File: config.mk
export PLATFORM = sky130hd
export DESIGN_NAME = qet_regs
export DESIGN_NICKNAME = d
export VERILOG_FILES = /design/src/qet_pkg.sv /design/src/qet_regs.sv
export SDC_FILE = /design/constraint.sdc
export NUM_CORES = 1
export LEC_CHECK = 0
export BUFFER_PORTS_ARGS = -buffer_cell sky130_fd_sc_hd__buf_2
export CORE_AREA = 2 2 154 156
export DETAILED_ROUTE_END_ITERATION = 7
export DIE_AREA = 0 0 156 158
export SLEW_MARGIN = 15
export SYNTH_ARGS = -nofsm -noshare
export SYNTH_HDL_FRONTEND = slang
export SYNTH_SLANG_ARGS = --single-unit
File: constraint.sdc
create_clock -name clk -period 1.4 [get_ports clk]
set_clock_uncertainty 0.1 [all_clocks]
set_input_delay 0.07 -clock clk [delete_from_list [all_inputs] [get_ports clk]]
set_output_delay 0.07 -clock clk [all_outputs]
set_load 0.01 [all_outputs]
File: src/qet_pkg.sv
`timescale 1ns / 1ps
// ----------------------------------------------------------------------------
// qet_pkg
// Shared widths, operation codes, status type and saturating fixed-point
// helpers for the quartic escape-time block.
// ----------------------------------------------------------------------------
package qet_pkg;

    localparam int DATA_WIDTH  = 32;
    localparam int FRAC_BITS   = 28;
    localparam int COUNT_WIDTH = 16;

    // Exact product width and the widest magnitude handled by the saturator.
    localparam int PW = 2 * DATA_WIDTH;
    localparam int MW = 2 * DATA_WIDTH + 1;

    // The divider walks all dividend bits, then FRAC_BITS-1 extra zero bits.
    localparam int DIV_STEPS = PW + FRAC_BITS - 1;
    localparam int DIV_CW    = $clog2(DIV_STEPS + 1);

    localparam int ADDR_WIDTH = 5;
    localparam int IDX_WIDTH  = ADDR_WIDTH - 2;

    localparam logic [IDX_WIDTH-1:0] REG_CRIT_RE  = IDX_WIDTH'(0);
    localparam logic [IDX_WIDTH-1:0] REG_CRIT_IM  = IDX_WIDTH'(1);
    localparam logic [IDX_WIDTH-1:0] REG_MULT_RE  = IDX_WIDTH'(2);
    localparam logic [IDX_WIDTH-1:0] REG_MULT_IM  = IDX_WIDTH'(3);
    localparam logic [IDX_WIDTH-1:0] REG_MAX_ITER = IDX_WIDTH'(4);

    localparam logic [COUNT_WIDTH-1:0] MAX_ITER_RESET = COUNT_WIDTH'(50);

    localparam logic [MW-1:0] ESC_RADIUS_SQ = MW'(1000);

    typedef logic signed [DATA_WIDTH-1:0] fix_t;
    typedef logic [COUNT_WIDTH-1:0]       count_t;

    typedef struct packed {
        logic sat;
        fix_t val;
    } sfix_t;

    // Datapath operation codes issued by the controller.
    typedef logic [4:0] op_t;
    localparam op_t OP_IDLE      = 5'd0;
    localparam op_t OP_LOAD      = 5'd1;
    localparam op_t OP_T1        = 5'd2;
    localparam op_t OP_T2        = 5'd3;
    localparam op_t OP_T3        = 5'd4;
    localparam op_t OP_MUL_TC    = 5'd5;
    localparam op_t OP_MUL_NC    = 5'd6;
    localparam op_t OP_MUL_CC    = 5'd7;
    localparam op_t OP_MUL_PP    = 5'd8;
    localparam op_t OP_MUL_XP    = 5'd9;
    localparam op_t OP_CMB_N     = 5'd10;
    localparam op_t OP_ADD_NL    = 5'd11;
    localparam op_t OP_DSUM      = 5'd12;
    localparam op_t OP_DEN       = 5'd13;
    localparam op_t OP_DIV_START = 5'd14;
    localparam op_t OP_B         = 5'd15;
    localparam op_t OP_BZERO     = 5'd16;
    localparam op_t OP_PINIT     = 5'd17;
    localparam op_t OP_XSUB      = 5'd18;
    localparam op_t OP_CMB_X     = 5'd19;
    localparam op_t OP_ADD_XB    = 5'd20;
    localparam op_t OP_ADD_XL    = 5'd21;
    localparam op_t OP_CMB_P     = 5'd22;

    typedef struct packed {
        logic outside;
        logic escaped;
        logic limit_hit;
        logic den_zero;
        logic div_done;
    } dp_status_t;

    localparam fix_t FIX_MAX = {1'b0, {(DATA_WIDTH-1){1'b1}}};
    localparam fix_t FIX_MIN = {1'b1, {(DATA_WIDTH-1){1'b0}}};

    function automatic sfix_t sat_add(input fix_t x, input fix_t y);
        logic [DATA_WIDTH:0] s;
        sfix_t r;
        s = {x[DATA_WIDTH-1], x} + {y[DATA_WIDTH-1], y};
        r.sat = (s[DATA_WIDTH] != s[DATA_WIDTH-1]);
        if (r.sat)
        begin
            r.val = s[DATA_WIDTH] ? FIX_MIN : FIX_MAX;
        end
        else
        begin
            r.val = fix_t'(s[DATA_WIDTH-1:0]);
        end
        return r;
    endfunction

    function automatic sfix_t sat_sub(input fix_t x, input fix_t y);
        logic [DATA_WIDTH:0] s;
        sfix_t r;
        s = {x[DATA_WIDTH-1], x} - {y[DATA_WIDTH-1], y};
        r.sat = (s[DATA_WIDTH] != s[DATA_WIDTH-1]);
        if (r.sat)
        begin
            r.val = s[DATA_WIDTH] ? FIX_MIN : FIX_MAX;
        end
        else
        begin
            r.val = fix_t'(s[DATA_WIDTH-1:0]);
        end
        return r;
    endfunction

    // Sign and magnitude to a saturated fixed-point value.
    function automatic sfix_t sat_mag(input logic neg, input logic [MW-1:0] mag);
        logic [MW-1:0] lim;
        sfix_t r;
        lim = {{(DATA_WIDTH+2){1'b0}}, {(DATA_WIDTH-1){1'b1}}};
        r.sat = 1'b0;
        if (!neg)
        begin
            if (mag > lim)
            begin
                r.sat = 1'b1;
                r.val = FIX_MAX;
            end
            else
            begin
                r.val = fix_t'(mag[DATA_WIDTH-1:0]);
            end
        end
        else
        begin
            if (mag > lim + MW'(1))
            begin
                r.sat = 1'b1;
                r.val = FIX_MIN;
            end
            else
            begin
                r.val = fix_t'(0) - fix_t'(mag[DATA_WIDTH-1:0]);
            end
        end
        return r;
    endfunction

    function automatic logic [DATA_WIDTH-1:0] mag_of(input fix_t x);
        logic [DATA_WIDTH-1:0] r;
        r = x[DATA_WIDTH-1] ? (~x + 1'b1) : x;
        return r;
    endfunction

endpackage

File: src/qet_regs.sv
`timescale 1ns / 1ps
// ----------------------------------------------------------------------------
// qet_regs
// Configuration register file behind the APB-style port.
// ----------------------------------------------------------------------------
module qet_regs (
    input  logic                           clk,
    input  logic                           rst_n,
    input  logic                           psel,
    input  logic                           penable,
    input  logic                           pwrite,
    input  logic [qet_pkg::ADDR_WIDTH-1:0] paddr,
    input  logic [31:0]                    pwdata,
    output logic [31:0]                    prdata,
    output logic                           pready,
    output qet_pkg::fix_t                  crit_re,
    output qet_pkg::fix_t                  crit_im,
    output qet_pkg::fix_t                  mult_re,
    output qet_pkg::fix_t                  mult_im,
    output qet_pkg::count_t                max_iterations
);
    import qet_pkg::*;

    logic [IDX_WIDTH-1:0] idx;
    logic                 wr_en;
    fix_t                 crit_re_reg;
    fix_t                 crit_im_reg;
    fix_t                 mult_re_reg;
    fix_t                 mult_im_reg;
    count_t               max_iter_reg;

    assign idx    = paddr[ADDR_WIDTH-1:2];
    assign pready = 1'b1;
    assign wr_en  = psel & penable & pwrite;

    always_ff @(posedge clk or negedge rst_n)
    begin
        if (!rst_n)
        begin
            crit_re_reg  <= fix_t'(1) <<< FRAC_BITS;
            crit_im_reg  <= '0;
            mult_re_reg  <= fix_t'(1) <<< FRAC_BITS;
            mult_im_reg  <= '0;
            max_iter_reg <= MAX_ITER_RESET;
        end
        else if (wr_en)
        begin
            unique case (idx)
                REG_CRIT_RE:  crit_re_reg  <= fix_t'(pwdata[DATA_WIDTH-1:0]);
                REG_CRIT_IM:  crit_im_reg  <= fix_t'(pwdata[DATA_WIDTH-1:0]);
                REG_MULT_RE:  mult_re_reg  <= fix_t'(pwdata[DATA_WIDTH-1:0]);
                REG_MULT_IM:  mult_im_reg  <= fix_t'(pwdata[DATA_WIDTH-1:0]);
                REG_MAX_ITER: max_iter_reg <= pwdata[COUNT_WIDTH-1:0];
                default: ;
            endcase
        end
    end

    always_comb
    begin
        unique case (idx)
            REG_CRIT_RE:  prdata = 32'(crit_re_reg);
            REG_CRIT_IM:  prdata = 32'(crit_im_reg);
            REG_MULT_RE:  prdata = 32'(mult_re_reg);
            REG_MULT_IM:  prdata = 32'(mult_im_reg);
            REG_MAX_ITER: prdata = 32'(max_iter_reg);
            default:      prdata = '0;
        endcase
    end

    assign crit_re        = crit_re_reg;
    assign crit_im        = crit_im_reg;
    assign mult_re        = mult_re_reg;
    assign mult_im        = mult_im_reg;
    assign max_iterations = max_iter_reg;

endmodule

==> impl_metrics.env <==
export IMPL_timing_critical_path_required_ps=1230
export IMPL_final_setup_tns_ps=-8260
export IMPL_htree_num_levels=4
export IMPL_syn_mean_instance_area_sq_um=15.6
export IMPL_timing_rr_start="crit_im[27]"
export IMPL_routabilityCongestion=0.770
export IMPL_multiInputGateArea_sq_mm=0.00305
export IMPL_first_pass_iters=5
export IMPL_cp_end_kind="primary output"
export IMPL_remaining_drc_errors=0
export IMPL_failed_checks="negative setup slack"
export IMPL_start_util_pct=29.3
export IMPL_cp_arrival_ps=1560
export IMPL_io_buffers=215
export IMPL_boundaryPins=219
export IMPL_finalMaxSlewViolations=0
export IMPL_relSlewSlack_pct=31.8
export IMPL_synth_largest_area_cell="dfrtp_1"
export IMPL_max_cap_viol_count=0
export IMPL_critPathSlowestCell="mux4_2"
export IMPL_synth_top_area_share_pct=51.5
export IMPL_ant_nets=0
export IMPL_clock_tree_buffer_depth=2
export IMPL_synthesis_area_sq_mm=0.00676
export IMPL_power_density_mw_per_mm2=1430
export IMPL_final_seq_area_sq_mm=0.00361
export IMPL_synthesis_yosys_warnings=0
export IMPL_sequential_area_share_after_synthesis_pct=53.4
export IMPL_grt_pass1_wl_mm=32.0
export IMPL_first_global_vias=5434
export IMPL_timing_final_ws_setup_ps=-330
export IMPL_chipWidth_um=156
export IMPL_maxClockFrequency_mhz=578
export IMPL_setup_worst_path_start_class="flop"
export IMPL_number_of_antenna_violations_at_the_first_check_in_global_routing=2
export IMPL_gr_total_overflow=0
export IMPL_clk_insertion_delay_late_ps=410
export IMPL_core_rowCount=56
export IMPL_final_layout_worst_hold_slack_ps=135
export IMPL_dr_first_iter_drc_count=249
export IMPL_clock_tree_root_cell="clkbuf_16"
export IMPL_run_status="finished with violations"
export IMPL_floorplan_core_area_sq_mm=0.0231
export IMPL_path_class="flop to primary output"
export IMPL_groute_usage_overall_pct=17.4
export IMPL_min_delay_path_class="primary input to async pin"
export IMPL_post_drt_wl_per_cell_um=19.4
export IMPL_crit_chain="mux4_2 > nor2b_1 > buf_2"
export IMPL_timing_rr_end="crit_im[27]"
export IMPL_path_clk_slew_ps=70
export IMPL_r2r_slack_ps=260
export IMPL_design_die_area_sq_mm=0.0246
export IMPL_final_setup_viol_count=32
export IMPL_drt_total_wl_mm=21.4
export IMPL_vias_per_cell=4.69
export IMPL_pin_count_of_the_biggest_net_entering_global_routing=51
export IMPL_postSynthNetCount=474
export IMPL_place_detailed_hpwl_mm=14.0
export IMPL_fin_crit_ps=1730
export IMPL_cts_tree="yes"
export IMPL_nFillCells=2125
export IMPL_route_vias_total=5179
export IMPL_critPathMaxStageDelay_ps=490
export IMPL_nets=842
export IMPL_yosys_top_cells_area="dfrtp_1, mux2_2, mux2_4, mux4_2, a32oi_1"
export IMPL_ys_types=23
export IMPL_ir_drop_uv=698
export IMPL_area_delta_synth_final_pct=52.2
export IMPL_postSynthRegisterBits=144
export IMPL_timing_final_crit_share_pct=124
export IMPL_ff2ff_path_depth=3
export IMPL_cts_sink_count=144
export IMPL_post_route_cells_drive_above_1_share_pct=70.5
export IMPL_die_h_um=158
export IMPL_finalPower_mw=14.7
export IMPL_path_max_fanout=2
export IMPL_timing_worst_slew_pin_value_ps=1020
export IMPL_cts_buffers=17
export IMPL_place_ws_ps=-260
export IMPL_grt_setup_unrepaired="true"
export IMPL_power_leakage_nw=5.32
export IMPL_most_common_cell_after_layout_fill_and_taps_aside="buf_2"
export IMPL_mostFrequentLayoutCells="buf_2, dfrtp_1, buf_4"
export IMPL_syn_instance_count=432
export IMPL_report_final_hold_viol_count=0
synth_stat cells:
library cell	instances
nor2_1	1
nor3b_4	1
mux2_1	5
buf_4	3
a22oi_1	16
mux4_2	16
nand3_1	1
conb_1	1
nor2b_1	19
mux2_4	60
inv_4	1
nor3_2	2
inv_1	1
clkbuf_1	12
dfstp_2	5
or3_1	2
mux2_2	95
o21ai_0	16
buf_2	12
a32oi_1	16
nand4b_4	1
dfrtp_1	139
buf_6	7
where the power goes:
| group | switching [mW] | internal (mW) | total, mW | leakage, nW |
|---|---|---|---|---|
| combinational | 1.85 | 2.70 | 4.56 | 3.21 |
| clock | 1.96 | 2.68 | 4.64 | 0.281 |
| sequential | 0.549 | 5.00 | 5.55 | 1.83 |
layer usage:
metal	vias to the layer above	global-route usage, %	part of all wire (%)
met1	2658	21.6	42
met4	0	6.42	1.9
met2	149	30.3	51
met5	-	0	0
li1	2345	-	-
met3	27	3.39	4.4
worst max-delay path by stage:
stage / startpoint / to / slack, ps / depth (start not counted)
detailed placement: paddr[4] / mult_im[19] / -260 / 5
global placement: paddr[4] / mult_im[25] / -240 / 5
CTS: mult_im[26] / prdata[26] / -340 / 3
finish: mult_im[24] / prdata[24] / -330 / 3
global route: mult_im[24] / prdata[24] / -410 / 3
floorplan: paddr[2] / max_iterations[10] / -80 / 6
critical path: cells and delay by family (launching register included):
kind | cells | cell delay [ps]
AND/OR/NAND/NOR | 1 | 140
multiplexers | 1 | 490
flip-flops | 1 | 380
buffers and inverters | 1 | 130
final cells by class:
class / count / area share (%)
clock inverters: 15 / 1.67
multi-input cells: 252 / 29.6
clock buffers: 17 / 4.13
inverters: 2 / 0.0973
flip-flops and latches: 144 / 35.1
diodes: 2 / 0.0486
repair buffers: 383 / 25.9
well taps: 290 / 3.53
metrics by stage:
stage | utilization (%) | area, sq um | instances
5_1_grt | 44.6 | 10300 | 1105
6_report | 44.6 | 10300 | 1105
4_1_cts | 43.9 | 10100 | 1090
3_3_place_gp | 37.4 | 8620 | 956
3_5_place_dp | 37.4 | 8620 | 956
2_1_floorplan | - | 6810 | 432
kinds of logic (layout without fill, tap and decap cells):
group	after synthesis	after routing	synth area share, %
AND/OR/NAND/NOR	27	27	3.00
buffers and inverters	36	417	3.20
flip-flops	144	144	53.4
multiplexers	176	176	35.3
other	1	3	0.0555
AO/OA/AOI/OAI	48	48	5.03
repair_timing:
item                                   in CTS  in global routing
hold buffers                               34                  0
pin swaps                                  12                  0
gates resized for setup                    26                 14
endpoints found under the hold margin     288                  0
setup endpoints to repair                  32                 32
setup buffers                              68                 13
No activity file was read; power rests on OpenSTA's default activity.
