**src/qet_pkg.sv**
```systemverilog
`timescale 1ns / 1ps
// ----------------------------------------------------------------------------
// qet_pkg
// Shared widths, operation codes, status type and saturating fixed-point
// helpers for the quartic escape-time block.
// ----------------------------------------------------------------------------
package qet_pkg;

    localparam int DATA_WIDTH  = 32;
    localparam int FRAC_BITS   = 28;
    localparam int COUNT_WIDTH = 16;

    // Exact product width and the widest magnitude handled by the saturator.
    localparam int PW = 2 * DATA_WIDTH;
    localparam int MW = 2 * DATA_WIDTH + 1;

    // The divider walks all dividend bits, then FRAC_BITS-1 extra zero bits.
    localparam int DIV_STEPS = PW + FRAC_BITS - 1;
    localparam int DIV_CW    = $clog2(DIV_STEPS + 1);

    localparam int ADDR_WIDTH = 5;
    localparam int IDX_WIDTH  = ADDR_WIDTH - 2;

    localparam logic [IDX_WIDTH-1:0] REG_CRIT_RE  = IDX_WIDTH'(0);
    localparam logic [IDX_WIDTH-1:0] REG_CRIT_IM  = IDX_WIDTH'(1);
    localparam logic [IDX_WIDTH-1:0] REG_MULT_RE  = IDX_WIDTH'(2);
    localparam logic [IDX_WIDTH-1:0] REG_MULT_IM  = IDX_WIDTH'(3);
    localparam logic [IDX_WIDTH-1:0] REG_MAX_ITER = IDX_WIDTH'(4);

    localparam logic [COUNT_WIDTH-1:0] MAX_ITER_RESET = COUNT_WIDTH'(50);

    localparam logic [MW-1:0] ESC_RADIUS_SQ = MW'(1000);

    typedef logic signed [DATA_WIDTH-1:0] fix_t;
    typedef logic [COUNT_WIDTH-1:0]       count_t;

    typedef struct packed {
        logic sat;
        fix_t val;
    } sfix_t;

    // Datapath operation codes issued by the controller.
    typedef logic [4:0] op_t;
    localparam op_t OP_IDLE      = 5'd0;
    localparam op_t OP_LOAD      = 5'd1;
    localparam op_t OP_T1        = 5'd2;
    localparam op_t OP_T2        = 5'd3;
    localparam op_t OP_T3        = 5'd4;
    localparam op_t OP_MUL_TC    = 5'd5;
    localparam op_t OP_MUL_NC    = 5'd6;
    localparam op_t OP_MUL_CC    = 5'd7;
    localparam op_t OP_MUL_PP    = 5'd8;
    localparam op_t OP_MUL_XP    = 5'd9;
    localparam op_t OP_CMB_N     = 5'd10;
    localparam op_t OP_ADD_NL    = 5'd11;
    localparam op_t OP_DSUM      = 5'd12;
    localparam op_t OP_DEN       = 5'd13;
    localparam op_t OP_DIV_START = 5'd14;
    localparam op_t OP_B         = 5'd15;
    localparam op_t OP_BZERO     = 5'd16;
    localparam op_t OP_PINIT     = 5'd17;
    localparam op_t OP_XSUB      = 5'd18;
    localparam op_t OP_CMB_X     = 5'd19;
    localparam op_t OP_ADD_XB    = 5'd20;
    localparam op_t OP_ADD_XL    = 5'd21;
    localparam op_t OP_CMB_P     = 5'd22;

    typedef struct packed {
        logic outside;
        logic escaped;
        logic limit_hit;
        logic den_zero;
        logic div_done;
    } dp_status_t;

    localparam fix_t FIX_MAX = {1'b0, {(DATA_WIDTH-1){1'b1}}};
    localparam fix_t FIX_MIN = {1'b1, {(DATA_WIDTH-1){1'b0}}};

    function automatic sfix_t sat_add(input fix_t x, input fix_t y);
        logic [DATA_WIDTH:0] s;
        sfix_t r;
        s = {x[DATA_WIDTH-1], x} + {y[DATA_WIDTH-1], y};
        r.sat = (s[DATA_WIDTH] != s[DATA_WIDTH-1]);
        if (r.sat)
        begin
            r.val = s[DATA_WIDTH] ? FIX_MIN : FIX_MAX;
        end
        else
        begin
            r.val = fix_t'(s[DATA_WIDTH-1:0]);
        end
        return r;
    endfunction

    function automatic sfix_t sat_sub(input fix_t x, input fix_t y);
        logic [DATA_WIDTH:0] s;
        sfix_t r;
        s = {x[DATA_WIDTH-1], x} - {y[DATA_WIDTH-1], y};
        r.sat = (s[DATA_WIDTH] != s[DATA_WIDTH-1]);
        if (r.sat)
        begin
            r.val = s[DATA_WIDTH] ? FIX_MIN : FIX_MAX;
        end
        else
        begin
            r.val = fix_t'(s[DATA_WIDTH-1:0]);
        end
        return r;
    endfunction

    // Sign and magnitude to a saturated fixed-point value.
    function automatic sfix_t sat_mag(input logic neg, input logic [MW-1:0] mag);
        logic [MW-1:0] lim;
        sfix_t r;
        lim = {{(DATA_WIDTH+2){1'b0}}, {(DATA_WIDTH-1){1'b1}}};
        r.sat = 1'b0;
        if (!neg)
        begin
            if (mag > lim)
            begin
                r.sat = 1'b1;
                r.val = FIX_MAX;
            end
            else
            begin
                r.val = fix_t'(mag[DATA_WIDTH-1:0]);
            end
        end
        else
        begin
            if (mag > lim + MW'(1))
            begin
                r.sat = 1'b1;
                r.val = FIX_MIN;
            end
            else
            begin
                r.val = fix_t'(0) - fix_t'(mag[DATA_WIDTH-1:0]);
            end
        end
        return r;
    endfunction

    function automatic logic [DATA_WIDTH-1:0] mag_of(input fix_t x);
        logic [DATA_WIDTH-1:0] r;
        r = x[DATA_WIDTH-1] ? (~x + 1'b1) : x;
        return r;
    endfunction

endpackage

```
**src/qet_ctrl.sv**
```systemverilog
`timescale 1ns / 1ps
// ----------------------------------------------------------------------------
// qet_ctrl
// Controller: sequences the offset set-up, the divide and the escape-time
// loop, and raises the result strobe.
// ----------------------------------------------------------------------------
module qet_ctrl (
    input  logic                clk,
    input  logic                rst_n,
    input  logic                start,
    input  qet_pkg::dp_status_t status,
    output qet_pkg::op_t        cmd,
    output logic                busy,
    output logic                done
);
    import qet_pkg::*;

    localparam logic [4:0] S_IDLE  = 5'd0;
    localparam logic [4:0] S_T1    = 5'd1;
    localparam logic [4:0] S_T2    = 5'd2;
    localparam logic [4:0] S_T3    = 5'd3;
    localparam logic [4:0] S_MTC   = 5'd4;
    localparam logic [4:0] S_CN1   = 5'd5;
    localparam logic [4:0] S_MNC1  = 5'd6;
    localparam logic [4:0] S_CN2   = 5'd7;
    localparam logic [4:0] S_ADDL  = 5'd8;
    localparam logic [4:0] S_MNC2  = 5'd9;
    localparam logic [4:0] S_DSUM  = 5'd10;
    localparam logic [4:0] S_MCC   = 5'd11;
    localparam logic [4:0] S_DEN   = 5'd12;
    localparam logic [4:0] S_DCHK  = 5'd13;
    localparam logic [4:0] S_DIVW  = 5'd14;
    localparam logic [4:0] S_PINIT = 5'd15;
    localparam logic [4:0] S_MPP   = 5'd16;
    localparam logic [4:0] S_CHK   = 5'd17;
    localparam logic [4:0] S_XSUB  = 5'd18;
    localparam logic [4:0] S_MXP1  = 5'd19;
    localparam logic [4:0] S_CX1   = 5'd20;
    localparam logic [4:0] S_ADDB  = 5'd21;
    localparam logic [4:0] S_MXP2  = 5'd22;
    localparam logic [4:0] S_CX2   = 5'd23;
    localparam logic [4:0] S_ADDLX = 5'd24;
    localparam logic [4:0] S_MXP3  = 5'd25;
    localparam logic [4:0] S_CP    = 5'd26;
    localparam logic [4:0] S_FIN   = 5'd27;

    logic [4:0] state_reg, state_next;

    always_comb
    begin
        state_next = state_reg;
        cmd        = OP_IDLE;
        unique case (state_reg)
            S_IDLE:
            begin
                if (start)
                begin
                    cmd        = OP_LOAD;
                    state_next = S_T1;
                end
            end
            S_T1:   begin cmd = OP_T1;     state_next = S_T2;   end
            S_T2:   begin cmd = OP_T2;     state_next = S_T3;   end
            S_T3:   begin cmd = OP_T3;     state_next = S_MTC;  end
            S_MTC:  begin cmd = OP_MUL_TC; state_next = S_CN1;  end
            S_CN1:  begin cmd = OP_CMB_N;  state_next = S_MNC1; end
            S_MNC1: begin cmd = OP_MUL_NC; state_next = S_CN2;  end
            S_CN2:  begin cmd = OP_CMB_N;  state_next = S_ADDL; end
            S_ADDL: begin cmd = OP_ADD_NL; state_next = S_MNC2; end
            S_MNC2: begin cmd = OP_MUL_NC; state_next = S_DSUM; end
            S_DSUM: begin cmd = OP_DSUM;   state_next = S_MCC;  end
            S_MCC:  begin cmd = OP_MUL_CC; state_next = S_DEN;  end
            S_DEN:  begin cmd = OP_DEN;    state_next = S_DCHK; end
            S_DCHK:
            begin
                // A zero critical point has no quotient: b counts as saturated.
                if (status.den_zero)
                begin
                    cmd        = OP_BZERO;
                    state_next = S_PINIT;
                end
                else
                begin
                    cmd        = OP_DIV_START;
                    state_next = S_DIVW;
                end
            end
            S_DIVW:
            begin
                if (status.div_done)
                begin
                    cmd        = OP_B;
                    state_next = S_PINIT;
                end
            end
            S_PINIT: begin cmd = OP_PINIT;  state_next = S_MPP;  end
            S_MPP:   begin cmd = OP_MUL_PP; state_next = S_CHK;  end
            S_CHK:
            begin
                if (status.limit_hit || status.escaped || status.outside)
                begin
                    state_next = S_FIN;
                end
                else
                begin
                    state_next = S_XSUB;
                end
            end
            S_XSUB:  begin cmd = OP_XSUB;   state_next = S_MXP1;  end
            S_MXP1:  begin cmd = OP_MUL_XP; state_next = S_CX1;   end
            S_CX1:   begin cmd = OP_CMB_X;  state_next = S_ADDB;  end
            S_ADDB:  begin cmd = OP_ADD_XB; state_next = S_MXP2;  end
            S_MXP2:  begin cmd = OP_MUL_XP; state_next = S_CX2;   end
            S_CX2:   begin cmd = OP_CMB_X;  state_next = S_ADDLX; end
            S_ADDLX: begin cmd = OP_ADD_XL; state_next = S_MXP3;  end
            S_MXP3:  begin cmd = OP_MUL_XP; state_next = S_CP;    end
            S_CP:    begin cmd = OP_CMB_P;  state_next = S_MPP;   end
            S_FIN:   state_next = S_IDLE;
            default: state_next = S_IDLE;
        endcase
    end

    always_ff @(posedge clk or negedge rst_n)
    begin
        if (!rst_n)
        begin
            state_reg <= S_IDLE;
        end
        else
        begin
            state_reg <= state_next;
        end
    end

    assign busy = (state_reg != S_IDLE);
    assign done = (state_reg == S_FIN);

endmodule

```
**config.mk**
```make
export PLATFORM = sky130hd
export DESIGN_NAME = qet_ctrl
export DESIGN_NICKNAME = d
export VERILOG_FILES = /design/src/qet_pkg.sv /design/src/qet_ctrl.sv
export SDC_FILE = /design/constraint.sdc
export NUM_CORES = 1
export LEC_CHECK = 0
export BUFFER_PORTS_ARGS = -buffer_cell sky130_fd_sc_hd__buf_2
export CORE_ASPECT_RATIO = 1.5
export CORE_MARGIN = 8
export CORE_UTILIZATION = 30
export CTS_CLUSTER_DIAMETER = 150
export DETAILED_ROUTE_END_ITERATION = 16
export SYNTH_ARGS = -nofsm -noshare
export SYNTH_HDL_FRONTEND = slang
export SYNTH_SLANG_ARGS = --single-unit
```
**constraint.sdc**
```tcl
create_clock -name clk -period 3.5 [get_ports clk]
set_input_delay 0.175 -clock clk [delete_from_list [all_inputs] [get_ports clk]]
set_output_delay 0.175 -clock clk [all_outputs]
set_load 0.1 [all_outputs]
```
==> metrics.md, run 1 <==
| Metric | Value |
|---|---|
| DP Wirelength | `around 1.5 mm` |
| First-pass GRT wire length | `3.57 mm` |
| Achievable frequency | `396 MHz` |
| Initial DRC count | `between 40 and 50` |
| Grt total ovfl | `0` |
| Period minus WS final | `2520 ps` |
| Clock latency on the worst-skew pair | `roughly 240 ps` |
| CTS tree | `built` |
| Ant diodes | `0` |
| Max FFs per register | `5` |
| CP Capture Type | `primary output` |
| Vias in the first global route | `797` |
| Kind of critical path | `flip-flop to primary output` |
| Antenna violations before repair | `0` |
| Utilization after layout | `between 30% and 40%` |
| Post-synth EDFFs | `0` |
| RSZ-0062 raised after global routing | `false` |
| Final worst slack | `around 980 ps` |
| Layout cells sized above 1 | `23.0%` |
| # IOs | `15` |
| Largest net degree at the start of global routing | `32` |
| Final setup viols | `0` |
| Max-slew violations | `0` |
| DRC Markers | `0` |
| Actual slew at the worst max-slew pin | `948 ps` |
| Synth cell count leaders | `a21oi_1, o21ai_0, nor2_1, buf_6, nand2_1` |
| Buffers plus inverters on the worst setup path | `1` |
| Synthesized instance count | `about 110` |
| Cell area after synthesis | `771 um2` |
| Dpl ws | `~1300 ps` |
| Final Hold Vio Count | `0` |
| Delay-heaviest family, CP | `flip-flops` |
| CP Data Required Time | `between 3000 and 4000 ps` |
| Post-synth top area cell | `dfrtp_1` |
| Hold crit path type | `primary input to asynchronous set/reset pin` |
| Core area | `2450 um2` |
| Chip Height | `between 70 and 80 um` |
| Starting Density | `a little under a third` |
| Pre-antenna DRT Iters | `4` |
| Most frequent cell after synthesis | `a21oi_1` |
| Part of the Yosys area used for sequential elements | `~16%` |
| Setup_tns | `0 ps` |
| Setup Skew | `between 2 and 3 ps` |
| Startpoint Class | `flip-flop` |
| Final critical-path share of the clock period | `a little over 70%` |
| Vias/cell | `between 5 and 6` |
| Synth Register Bits | `5` |
| Synth Flop Type | `dfrtp_1` |
| MaxCap Viol Count | `0` |
| Post-CTS Setup Repair Bufs | `0` |
| Die ar. | `about 4500 um2` |
| Outcome | `finished, final reports clean` |
| Cell row count | `22` |
| Yosys warns | `0` |
| Remaining antenna violation count after routing | `0` |
| Total Routed Length | `between 2 and 2.5 mm` |
| Crit Path Max Fanout | `20` |
| Clock sink count | `5` |
| Max Root-Sink Buffers | `2` |
| Worst-path cell chain | `and2b_1 -> a21oi_1 -> a211o_1 -> a32oi_1 -> buf_2` |
| Htree depth | `1` |
| Layout area overhead | `6.33%` |
| Total track usage | `a little under a tenth` |
| Nets | `between 100 and 150` |
| TritonCTS buffer count | `3` |
| FFs w/ async S/R, synth | `100%` |
| Routed vias | `~800` |
| Syn avg cell area | `between 7 and 8 um2` |
| CP max stage cell | `dfrtp_1` |
| Relative slew slack | `between 30% and 40%` |
| Worst EP arrival | `2350 ps` |
| Root Buffer | `clkbuf_4` |
| Syn nets | `between 100 and 150` |
| I/O Buffers | `14` |
| Crit path largest cell delay | `between 700 and 800 ps` |
| Top cell type's share of synthesized area | `between 10% and 20%` |
| Post-cts sizing count | `0` |
| Top cells by area, synth | `dfrtp_1, buf_6, a21oi_1` |
| Die Span X | `roughly 57 um` |
| Post-synthesis cell type count | `40` |
| Routed WL per cell | `between 15 and 20 um` |
| Reg clk slew, reported paths | `~40 ps` |
| RePlAce Congestion | `0.859` |
==> repair_timing <==
| action | CTS | global route |
|---|---|---|
| hold endpoints to repair | 5 | 0 |
| hold buffers | 1 | 0 |
| endpoints found under the setup margin | 0 | 0 |
==> cells by family after synthesis <==
kind of cell    after synthesis  share of synthesized area [%]
xor+xnor                      4                           4.55
compound gates               46                           39.3
simple gates                 35                           25.6
buf+inv                      15                           14.3
flops                         5                           16.2
==> cell usage in the layout (no fill, tap or decap), drive strengths merged, types with 2 or more instances in the layout <==
| cell type | n |
|---|---|
| nand2b | 4 |
| a31o | 2 |
| buf | 14 |
| nor2 | 7 |
| nor4 | 2 |
| o21ai | 13 |
| a21oi | 11 |
| a221oi | 3 |
| xnor2 | 3 |
| nand2 | 6 |
| nor3 | 4 |
| inv | 4 |
| nor2b | 3 |
| a32oi | 3 |
| and2b | 2 |
| a22oi | 3 |
| clkbuf | 3 |
| o22ai | 2 |
| a21o | 2 |
| nand3 | 3 |
| dfrtp | 5 |
==> metal layers <==
metal	GRT usage, %	vias up	part of all wire, %
li1	-	411	-
met1	9.89	385	39
met2	17.4	23	57
met3	1.14	0	4.0
met4	5.04	0	0
met5	0	-	0
==> layout make-up <==
| cell class | count | area, um2 |
|---|---|---|
| clock buffers | 3 | 22.5 |
| clock inverters | 1 | 5.00 |
| fillers | 257 | 1630 |
| inverters | 4 | 15.0 |
| multi-input cells | 85 | 542 |
| flip-flops and latches | 5 | 125 |
| well taps | 24 | 30.0 |
| repair buffers | 15 | 80.1 |
==> through the flow <==
stage,hold WS [ps],instances,area [um2]
after floorplan,-121,105,777
after global placement,-8.82,132,782
after detailed placement,-6.65,132,782
after CTS,266,137,820
after global routing,274,137,820
final,272,137,820
==> path summary, 6_finish.rpt <==
path	startpoint	end	slack (ps)	cells past startpoint
worst max-delay path	state_reg[4]$_DFFE_PN0P_	cmd[1]	980	5
worst min-delay path	rst_n	state_reg[3]$_DFFE_PN0P_	270	2
worst max register to register	state_reg[2]$_DFFE_PN0P_	state_reg[0]$_DFFE_PN0P_	1610	3
worst min register to register	state_reg[4]$_DFFE_PN0P_	state_reg[2]$_DFFE_PN0P_	880	1
max in group asynchronous	rst_n	state_reg[1]$_DFFE_PN0P_	3100	2
min in group clk	start	state_reg[0]$_DFFE_PN0P_	300	3
Power of run 1 is left out: the tool's default activity adds up to more than one toggle a clock period on the data nets, which glitch-free logic cannot reach.
==> run 2, diff against run 1 <==
- clock period: 3.5 -> 2.05 ns (I/O delays scaled with it)
==> run 2 against run 1 <==
Compared with the run above:
- global-route usage up 0.49 points
- critical endpoint unchanged
- wire length is 7.5% higher
- setup slack got worse by 870 ps
- sequential cell count is the same
- first-iteration DRC count grew 27%
- largest cell class unchanged
- clock-buffer cell count increased by 1
- critical path depth unchanged
- via count increased by 7.2%
- highest routed layer is now met4
- non-clock buffer count increased by 7
- register-to-register slack lost 1200 ps
- clock skew up 2.4 ps
- final cell count grew 5.1%
==> metrics.md, run 2 (synthesis results as in run 1) <==
| Metric | Value |
|---|---|
| Outcome | `finished, final reports clean (unchanged)` |
| Pre-antenna DRT Iters | `4 (unchanged)` |
| Chip Height | `78.1 um (unchanged)` |
| Startpoint Class | `flip-flop (unchanged)` |
| Worst-path cell chain | `and2b_1 -> a21oi_1 -> a211o_1 -> a32oi_2 -> buf_12 (was and2b_1 -> a21oi_1 -> a211o_1 -> a32oi_1 -> buf_2)` |
| Initial DRC count | `61 (was 48)` |
| # IOs | `15 (unchanged)` |
| Relative slew slack | `67.7% (was 36.8%)` |
| Actual slew at the worst max-slew pin | `488 ps (was 948 ps)` |
| Remaining antenna violation count after routing | `0 (unchanged)` |
| Htree depth | `1 (unchanged)` |
| Setup Skew | `5.01 ps (was 2.60 ps)` |
| Routed vias | `878 (was 819)` |
| I/O Buffers | `14 (unchanged)` |
| Cell row count | `22 (unchanged)` |
| Worst R2R Path Depth | `4 (was 3)` |
| Gr busiest metal | `met2 (unchanged)` |
| Clock latency on the worst-skew pair | `240 ps (about the same)` |
| Most common cell after layout, fill and taps aside | `a21oi_1 (was buf_2)` |
| DRC Markers | `0 (unchanged)` |
| Met1 Use GR | `10.1% (was 9.89%)` |
| CP max stage cell | `dfrtp_2 (was dfrtp_1)` |
| RSZ-0062 raised after global routing | `false (unchanged)` |
| Max FFs per register | `5 (unchanged)` |
| Max-slew violations | `0 (unchanged)` |
| MaxCap Viol Count | `0 (unchanged)` |
| CTS tree | `built (unchanged)` |
| Vias/cell | `6.10 (was 5.98)` |
| Hold crit path type | `primary input to asynchronous set/reset pin (unchanged)` |
| Met3 Use GR | `0.816% (was 1.14%)` |
| Utilization after layout | `39.2% (was 33.5%)` |
| Worst EP arrival | `1840 ps (was 2350 ps)` |
| Final critical-path share of the clock period | `94.7%` |
| Clock sink count | `5 (unchanged)` |
| CP Data Required Time | `1950 ps (was 3320 ps)` |
| DP Wirelength | `1.72 mm (was 1.52 mm)` |
| Antenna violations before repair | `0 (unchanged)` |
| Final Hold Vio Count | `0 (unchanged)` |
| Layout area overhead | `24.7% (was 6.33%)` |
| Nets | `129 (was 122)` |
| Most frequent cells in the layout | `a21oi_1, o21ai_0, buf_2, nor2_1, buf_4 (was buf_2, a21oi_1, o21ai_0, nor2_1, nand2_1)` |
| Max Root-Sink Buffers | `2 (unchanged)` |
| Die Span X | `57.4 um (unchanged)` |
| Final setup viols | `0 (unchanged)` |
| Post-CTS Setup Repair Bufs | `0 (unchanged)` |
| Reg clk slew, reported paths | `40 ps (about the same)` |
| CP Capture Type | `primary output (unchanged)` |
| Total Routed Length | `2.22 mm (was 2.07 mm)` |
| Period minus WS final | `slightly below 2000 ps` |
| Grt total ovfl | `0 (unchanged)` |
| First-pass GRT wire length | `3.71 mm (was 3.57 mm)` |
| Total track usage | `9.90% (was 9.41%)` |
| RePlAce Congestion | `0.939 (was 0.859)` |
| Crit Path Max Fanout | `10 (was 20)` |
| Die ar. | `4480 um2 (unchanged)` |
| Achievable frequency | `around 520 MHz` |
| Routed WL per cell | `15.4 um (was 15.1 um)` |
| Root Buffer | `clkbuf_4 (unchanged)` |
| Starting Density | `31.5% (unchanged)` |
| Largest net degree at the start of global routing | `15 (was 32)` |
| Ant diodes | `0 (unchanged)` |
| Filler Cell Count | `245 (was 257)` |
| TritonCTS buffer count | `3 (unchanged)` |
| Final hold slack | `202 ps (was 272 ps)` |
| Core area | `2450 um2 (unchanged)` |
| M2 GR Usage | `18.0% (was 17.4%)` |
| Crit path largest cell delay | `460 ps (was 730 ps)` |
| Vias in the first global route | `859 (was 797)` |
| Layout cells sized above 1 | `29.2% (was 23.0%)` |
| Kind of critical path | `flip-flop to primary output (unchanged)` |
-- run 2: changes by cell type in the layout (fill, tap and decap cells not counted), sizes merged --
cell    previous run  this run
clkbuf             3         4
buf               14        21
clkinv             1         0
-- run 2: final timing paths --
check	to	slack [ps]	startpoint
max in group asynchronous	state_reg[3]$_DFFE_PN0P_	1710	rst_n
worst max register to register	state_reg[0]$_DFFE_PN0P_	390	state_reg[0]$_DFFE_PN0P_
worst min-delay path	state_reg[1]$_DFFE_PN0P_	200	rst_n
min in group clk	state_reg[0]$_DFFE_PN0P_	220	start
worst min register to register	state_reg[1]$_DFFE_PN0P_	790	state_reg[3]$_DFFE_PN0P_
worst max-delay path	cmd[1]	110	state_reg[3]$_DFFE_PN0P_
-- run 2: layout make-up --
type                    instances  area [um2]  area share [%]
clock buffers                   4        26.3            2.73
inverters                       4        15.0            1.56
multi-input cells              85         556            57.8
flip-flops and latches          5         126            13.2
well taps                      24        30.0            3.12
repair buffers                 22         208            21.6
-- run 2: worst max-delay path: cells and delay by family, from the launching register on --
family	cells	cell delay, ps
AOI/OAI and AO/OA	3	600
DFF	1	460
and+or+nand+nor	1	320
buffers and inverters	1	210
-- run 2: per-stage QoR --
stage                     instances  TNS, ps  worst slack, ps  cell area (um2)
after floorplan                 105     -737             -463              791
after CTS                       144        0             70.1              960
after detailed placement        139        0              345              923
after global routing            144        0             9.89              961
final                           144        0              109              961
after global placement          139        0              368              923
-- run 2: metal layers --
| layer | vias up | wire, um |
|---|---|---|
| li1 | 421 | - |
| met1 | 414 | 799 |
| met2 | 35 | 1260 |
| met3 | 8 | 96 |
| met4 | 0 | 65 |
| met5 | - | 0 |
-- run 2: repair_timing --
| action | CTS | global route |
|---|---|---|
| hold buffers | 1 | 0 |
| hold endpoints to repair | 5 | 0 |
| setup endpoints to repair | 0 | 1 |
| gates resized for setup | 0 | 1 |
Power of run 2 is left out for the same reason.
